### src/rtl/core/tkspq_pkg.sv
// ---------------------------------------------------------------------------
// tkspq_pkg
// Shared types and codes for the two-key sorted priority queue.
// ---------------------------------------------------------------------------
package tkspq_pkg;

  localparam int DEPTH_DEF        = 16;
  localparam int PAYLOAD_BITS_DEF = 32;
  localparam int KEY_BITS         = 32;

  localparam logic       OP_PUSH = 1'b0;
  localparam logic       OP_POP  = 1'b1;

  localparam logic [1:0] STATUS_OK    = 2'd0;
  localparam logic [1:0] STATUS_EMPTY = 2'd1;
  localparam logic [1:0] STATUS_FULL  = 2'd2;

  typedef struct packed {
    logic        op;
    logic [15:0] primary_key;
    logic [15:0] secondary_key;
    logic [31:0] payload;
  } tkspq_in_t;

  typedef struct packed {
    logic [1:0]  status;
    logic [15:0] out_primary;
    logic [15:0] out_secondary;
    logic [31:0] out_payload;
    logic [4:0]  occupancy;
  } tkspq_out_t;

  typedef struct packed {
    logic                push;
    logic                pop;
    logic [KEY_BITS-1:0] new_key;
  } tkspq_cmd_t;

endpackage

### src/rtl/core/two_key_sorted_priority_queue.sv
// ---------------------------------------------------------------------------
// two_key_sorted_priority_queue
// Bounded priority queue ordered by primary then secondary key.
// ---------------------------------------------------------------------------
// Input channel (in_valid/in_ready/in_data) carries push or pop items; every
// item gives exactly one result on the output channel (out_valid/out_ready/
// out_data) with a status and the occupancy after the item.
// Entries sit in a row of DEPTH cells kept sorted; a push compares all cells
// at once and shifts the tail by one, a pop shifts every cell toward the
// head. Equal key pairs leave in arrival order.
// The result is registered and offered in the cycle after the transfer.
// Throughput: one item per cycle while the receiver does not stall, set by
// the cell compare and shift. A push on a full queue is refused (full
// status), a pop on an empty queue returns empty status with zero fields.
// Reset empties the queue (count to zero) and drops any pending result.
// When the receiver stalls, the result register holds and in_ready drops
// until the result transfers.
// ---------------------------------------------------------------------------
module two_key_sorted_priority_queue #(
  parameter int DEPTH        = tkspq_pkg::DEPTH_DEF,
  parameter int PAYLOAD_BITS = tkspq_pkg::PAYLOAD_BITS_DEF
) (
  input  logic                  clk,
  input  logic                  rst_n,
  input  logic                  in_valid,
  output logic                  in_ready,
  input  tkspq_pkg::tkspq_in_t  in_data,
  output logic                  out_valid,
  input  logic                  out_ready,
  output tkspq_pkg::tkspq_out_t out_data
);
  import tkspq_pkg::*;

  localparam int EW = KEY_BITS + PAYLOAD_BITS;
  localparam int CW = $clog2(DEPTH + 1);

  logic [CW-1:0]  count_r;
  logic [CW-1:0]  count_nxt;
  logic           out_valid_r;
  logic           out_valid_nxt;
  tkspq_out_t     out_r;
  tkspq_out_t     out_nxt;

  logic           accept;
  logic           full;
  logic           empty;
  tkspq_cmd_t     cmd;
  logic [EW-1:0]  new_entry;
  logic [EW-1:0]  cell_entry [DEPTH];
  logic           cell_keep  [DEPTH];
  logic [31:0]    occ_ext;

  assign in_ready  = !out_valid_r || out_ready;
  assign accept    = in_valid && in_ready;
  assign full      = (count_r == CW'(DEPTH));
  assign empty     = (count_r == '0);
  assign new_entry = {in_data.primary_key, in_data.secondary_key,
                      in_data.payload[PAYLOAD_BITS-1:0]};

  assign cmd.push    = accept && (in_data.op == OP_PUSH) && !full;
  assign cmd.pop     = accept && (in_data.op == OP_POP) && !empty;
  assign cmd.new_key = {in_data.primary_key, in_data.secondary_key};

  for (genvar i = 0; i < DEPTH; i++) begin : g_cell
    logic          left_keep;
    logic [EW-1:0] left_entry;
    logic [EW-1:0] right_entry;

    if (i == 0) begin : g_head
      assign left_keep  = 1'b1;
      assign left_entry = new_entry;
    end else begin : g_body
      assign left_keep  = cell_keep[i-1];
      assign left_entry = cell_entry[i-1];
    end

    if (i == DEPTH - 1) begin : g_tail
      assign right_entry = cell_entry[i];
    end else begin : g_inner
      assign right_entry = cell_entry[i+1];
    end

    tkspq_cell #(
      .PAYLOAD_BITS(PAYLOAD_BITS)
    ) u_cell (
      .clk         (clk),
      .cmd         (cmd),
      .occ         (count_r > CW'(i)),
      .left_keep   (left_keep),
      .new_entry   (new_entry),
      .left_entry  (left_entry),
      .right_entry (right_entry),
      .entry       (cell_entry[i]),
      .keep        (cell_keep[i])
    );
  end

  always_comb begin
    count_nxt = count_r;
    if (cmd.push) begin
      count_nxt = count_r + CW'(1);
    end else if (cmd.pop) begin
      count_nxt = count_r - CW'(1);
    end
  end

  assign occ_ext = 32'(count_nxt);

  always_comb begin
    out_valid_nxt = out_valid_r;
    out_nxt       = out_r;
    if (accept) begin
      out_valid_nxt         = 1'b1;
      out_nxt.status        = STATUS_OK;
      out_nxt.out_primary   = '0;
      out_nxt.out_secondary = '0;
      out_nxt.out_payload   = '0;
      out_nxt.occupancy     = occ_ext[4:0];
      if (in_data.op == OP_PUSH) begin
        if (full) begin
          out_nxt.status = STATUS_FULL;
        end
      end else if (empty) begin
        out_nxt.status = STATUS_EMPTY;
      end else begin
        out_nxt.out_primary   = cell_entry[0][EW-1 -: 16];
        out_nxt.out_secondary = cell_entry[0][EW-17 -: 16];
        out_nxt.out_payload   = 32'(cell_entry[0][PAYLOAD_BITS-1:0]);
      end
    end else if (out_ready) begin
      out_valid_nxt = 1'b0;
    end
  end

  always_ff @(posedge clk) begin
    if (!rst_n) begin
      count_r     <= '0;
      out_valid_r <= 1'b0;
    end else begin
      count_r     <= count_nxt;
      out_valid_r <= out_valid_nxt;
    end
  end

  always_ff @(posedge clk) begin
    out_r <= out_nxt;
  end

  assign out_valid = out_valid_r;
  assign out_data  = out_r;

endmodule

### src/rtl/core/tkspq_cell.sv
// ---------------------------------------------------------------------------
// tkspq_cell
// One slot of the sorted chain: holds an entry, compares it against the
// incoming key and shifts toward the tail on push or the head on pop.
// ---------------------------------------------------------------------------
module tkspq_cell #(
  parameter int PAYLOAD_BITS = tkspq_pkg::PAYLOAD_BITS_DEF
) (
  input  logic                                        clk,
  input  tkspq_pkg::tkspq_cmd_t                       cmd,
  input  logic                                        occ,
  input  logic                                        left_keep,
  input  logic [tkspq_pkg::KEY_BITS+PAYLOAD_BITS-1:0] new_entry,
  input  logic [tkspq_pkg::KEY_BITS+PAYLOAD_BITS-1:0] left_entry,
  input  logic [tkspq_pkg::KEY_BITS+PAYLOAD_BITS-1:0] right_entry,
  output logic [tkspq_pkg::KEY_BITS+PAYLOAD_BITS-1:0] entry,
  output logic                                        keep
);
  import tkspq_pkg::*;

  localparam int EW = KEY_BITS + PAYLOAD_BITS;

  logic [EW-1:0] entry_r;
  logic [EW-1:0] entry_nxt;

  assign keep  = occ && (entry_r[EW-1 -: KEY_BITS] <= cmd.new_key);
  assign entry = entry_r;

  always_comb begin
    entry_nxt = entry_r;
    if (cmd.push) begin
      if (!keep) begin
        entry_nxt = left_keep ? new_entry : left_entry;
      end
    end else if (cmd.pop) begin
      entry_nxt = right_entry;
    end
  end

  always_ff @(posedge clk) begin
    entry_r <= entry_nxt;
  end

endmodule

### config.mk
export PLATFORM = sky130hd
export DESIGN_NAME = two_key_sorted_priority_queue
export DESIGN_NICKNAME = d
export VERILOG_FILES = /design/src/rtl/core/tkspq_pkg.sv /design/src/rtl/core/two_key_sorted_priority_queue.sv /design/src/rtl/core/tkspq_cell.sv
export SDC_FILE = /design/constraint.sdc
export NUM_CORES = 2
export LEC_CHECK = 0
export BUFFER_PORTS_ARGS = -buffer_cell sky130_fd_sc_hd__buf_2
export CAP_MARGIN = 10
export CORE_UTILIZATION = 45
export DETAILED_ROUTE_END_ITERATION = 12
export RECOVER_POWER = 25
export SETUP_SLACK_MARGIN = 0.4
export SLEW_MARGIN = 10
export SYNTH_ARGS = -nofsm -noshare
export SYNTH_HDL_FRONTEND = slang
export SYNTH_SLANG_ARGS = --single-unit
### constraint.sdc
create_clock -name clk -period 9.9 [get_ports clk]
set_clock_uncertainty 0.2 [all_clocks]
set_input_delay 0.495 -clock clk [delete_from_list [all_inputs] [get_ports clk]]
set_output_delay 0.495 -clock clk [all_outputs]
set_load 0.1 [all_outputs]
==> out/results.ini <==
[routing]
wl_um=277300
wire_per_inst_um=34.38
drt_iter0_drc=9220
vias_per_cell=7.150
drc=10
vias=57680
drtAntennaViolNets=0
drtPass1Iterations=12

[cts]
cts_made_buffers=133
clk_pin_slew_worst_paths_ns=0.06
cts_sinks=1101
insertion_delay_ns=0.80
cts_max_level=4
cts_tree=built
cts-root-buf=clkbuf_16
clock_path_buffers=3
ctsResizeCount=0
cts_setup_buffers=0

[pwr]
power_density_nw_per_um2=218.0
p_leak_nw=24.62
ir_drop_v=0.0001580

[layout]
drive_above_1_share_pct=7.245
area_delta_synth_final_pct=9.210
nNetsFinal=6637
fin_util_pct=49.65

[synthesis]
ys_seq_area_share_pct=50.41
synth.top_cells.by_area=edfxtp_1, a32oi_1, ha_1
syn_avg_cell_area_um2=10.46
yosys_register_bits=1101
synthTopCellsByCount=nand2_1, edfxtp_1, o21ai_0, a32oi_1, ha_1
yosysWarnings=0
synth_top_flop_cell=edfxtp_1
synthCells=6259
synth_enable_flop_cells=1095
ys_types=58
netlist_area_um2=65470
synthArstFlopShare_pct=0
synth.largest_area_cell=edfxtp_1
synth_top_area_share_pct=50.23
syn-num-nets=6845
synth.most_common_cell=nand2_1

[timing]
setup_viol=0
rsz0062_at_grt=false
fmax_ghz=0.1275
worst_slew_margin_rel_pct=-134.4
worstMarginPinSlew_ns=3.507
hold_slack_ns=0.04346
setup_tns_ns=0
fin_crit_sh_pct=79.21
drv_slew=412
finalHoldViolations=0
fin_crit_ns=7.841

[floorplan]
initial_utilization_pct=45.46
rows=139
ioPinCount=142
die_area_um2=147000
die_x_um=383.4
die_y_um=383.4
coreArea_um2=144000

[setup_path]
crit_path_max_fanout=54
crit_type=reg2reg
r2r_slack_ns=2.06
crit_required_ns=10.30
endpoint_kind=flop
timing.rr.end=g_cell[14].u_cell.entry[52]$_DFFE_PP_
critPathArrivalTime_ns=8.24
worstSetupStartpointType=flop
r2r_start=count_r[0]$_SDFF_PN0_
crit_path_top_delay_cell=and2_0
critPathMaxStageDelay_ns=2.53
cp_cell_sequence=inv_1, ha_1, nand3_1, and2_0, and3_1, clkbuf_2, a32oi_1, o21ai_0
rr_worst_depth=8

[grt]
gr-usage-all-layers_pct=36.70
antenna_found_initial=12
grt_max_degree=217
grt_pass1_vias=54240
overflow=0
grt_pass1_wl_um=393700

[worst_hold_path]
min_from=in_data[31]
worstHoldPathCells=2
min_to=g_cell[15].u_cell.entry[31]$_DFFE_PP_
hold_class=in2reg

[placement]
place.gp.congestion=1.013
dp_hpwl_um=168600
place.port_buffers=141

[run_status]
status=finished with violations
violations=DRC, capacitance limit, slew limit

[job]
max-cap-violations=11

## worst max-delay path, delay by kind of cell, from the launching register on
| family | cells | cell delay (ns) |
|---|---|---|
| adder cells (fa/ha/maj) | 1 | 0.32 |
| flip-flops | 1 | 0.48 |
| AND/OR/NAND/NOR | 3 | 4.44 |
| AO/OA/AOI/OAI | 2 | 0.45 |
| buffers and inverters | 2 | 1.70 |
## layout by cell type (no fill, tap or decap), types with 73 or more instances in the layout
| cell type | count |
|---|---|
| nand2_1 | 1304 |
| edfxtp_1 | 1095 |
| o21ai_0 | 845 |
| a32oi_1 | 769 |
| ha_1 | 517 |
| a21oi_1 | 192 |
| clkbuf_16 | 136 |
| clkbuf_1 | 117 |
| nand4_1 | 100 |
| buf_4 | 91 |
| nand3_1 | 76 |
| and3_1 | 73 |
## worst max path at each step
stage | startpoint | endpoint | cells after the start
2_1_floorplan | in_data[46] | g_cell[1].u_cell.entry[0]$_DFFE_PP_ | 12
3_3_place_gp | in_data[61] | g_cell[6].u_cell.entry[14]$_DFFE_PP_ | 11
3_5_place_dp | in_data[61] | g_cell[6].u_cell.entry[14]$_DFFE_PP_ | 11
4_1_cts | in_data[61] | g_cell[6].u_cell.entry[12]$_DFFE_PP_ | 11
5_1_grt | count_r[0]$_SDFF_PN0_ | g_cell[14].u_cell.entry[3]$_DFFE_PP_ | 8
6_report | count_r[0]$_SDFF_PN0_ | g_cell[14].u_cell.entry[52]$_DFFE_PP_ | 8
## state kept, by name (all words and copies together), names as in the netlist
name / flops
out_valid: 1
out_data: 71
count_r: 5
g_cell.u_cell.entry: 1024
## what timing repair did
item	CTS	global route
hold endpoints to repair	7	0
endpoints found under the setup margin	0	0
hold buffers	4	0
## cell type report
class	instances	area [um2]
sequential	1101	33000
multi-input combinational	4513	30230
fill	13230	72510
inverter	55	207.7
clock buffer	179	3585
antenna	8	20.02
timing repair buffer	247	1524
tap	1903	2381
clock inverter	61	543.0
## cells by family (layout without fill, tap and decap cells)
logic type               Yosys count  after routing  synth area share, %
AO/OA/AOI/OAI                   2137           2137                22.47
XOR/XNOR                           3              3              0.04014
adder cells (fa/ha/maj)          517            517                9.881
buffers and inverters            645            542                4.186
flip-flops                      1101           1101                50.41
multiplexers                      64             64                1.101
other                              0              8                    0
AND/OR/NAND/NOR                 1792           1792                11.91
## metal layers
| metal | GRT usage (%) | part of all wire, % | wire (um) |
|---|---|---|---|
| met1 | 50.82 | 39 | 109400 |
| met2 | 53.08 | 43 | 117900 |
| met3 | 9.906 | 13 | 35740 |
| met4 | 17.39 | 5.0 | 14000 |
| met5 | 0.3249 | 0.091 | 253 |
## power by group
| part | switching, W | total [W] | internal, W |
|---|---|---|---|
| Combinational | 0.00307 | 0.00406 | 0.000983 |
| Sequential | 0.000592 | 0.00673 | 0.00613 |
| Clock | 0.00213 | 0.00480 | 0.00267 |
## metrics by stage
step	instance area [um2]	setup WS, ns	cells	total power (W)
after CTS	71650	4.030	8059	0.01544
after detailed placement	67480	3.210	7815	0.01068
after floorplan	65470	1.974	6259	0.008969
after global placement	67470	3.179	7814	0.01060
after global routing	71480	2.050	8062	0.01601
final	71500	2.059	8067	0.01558
No activity file was read; power rests on OpenSTA's default activity.
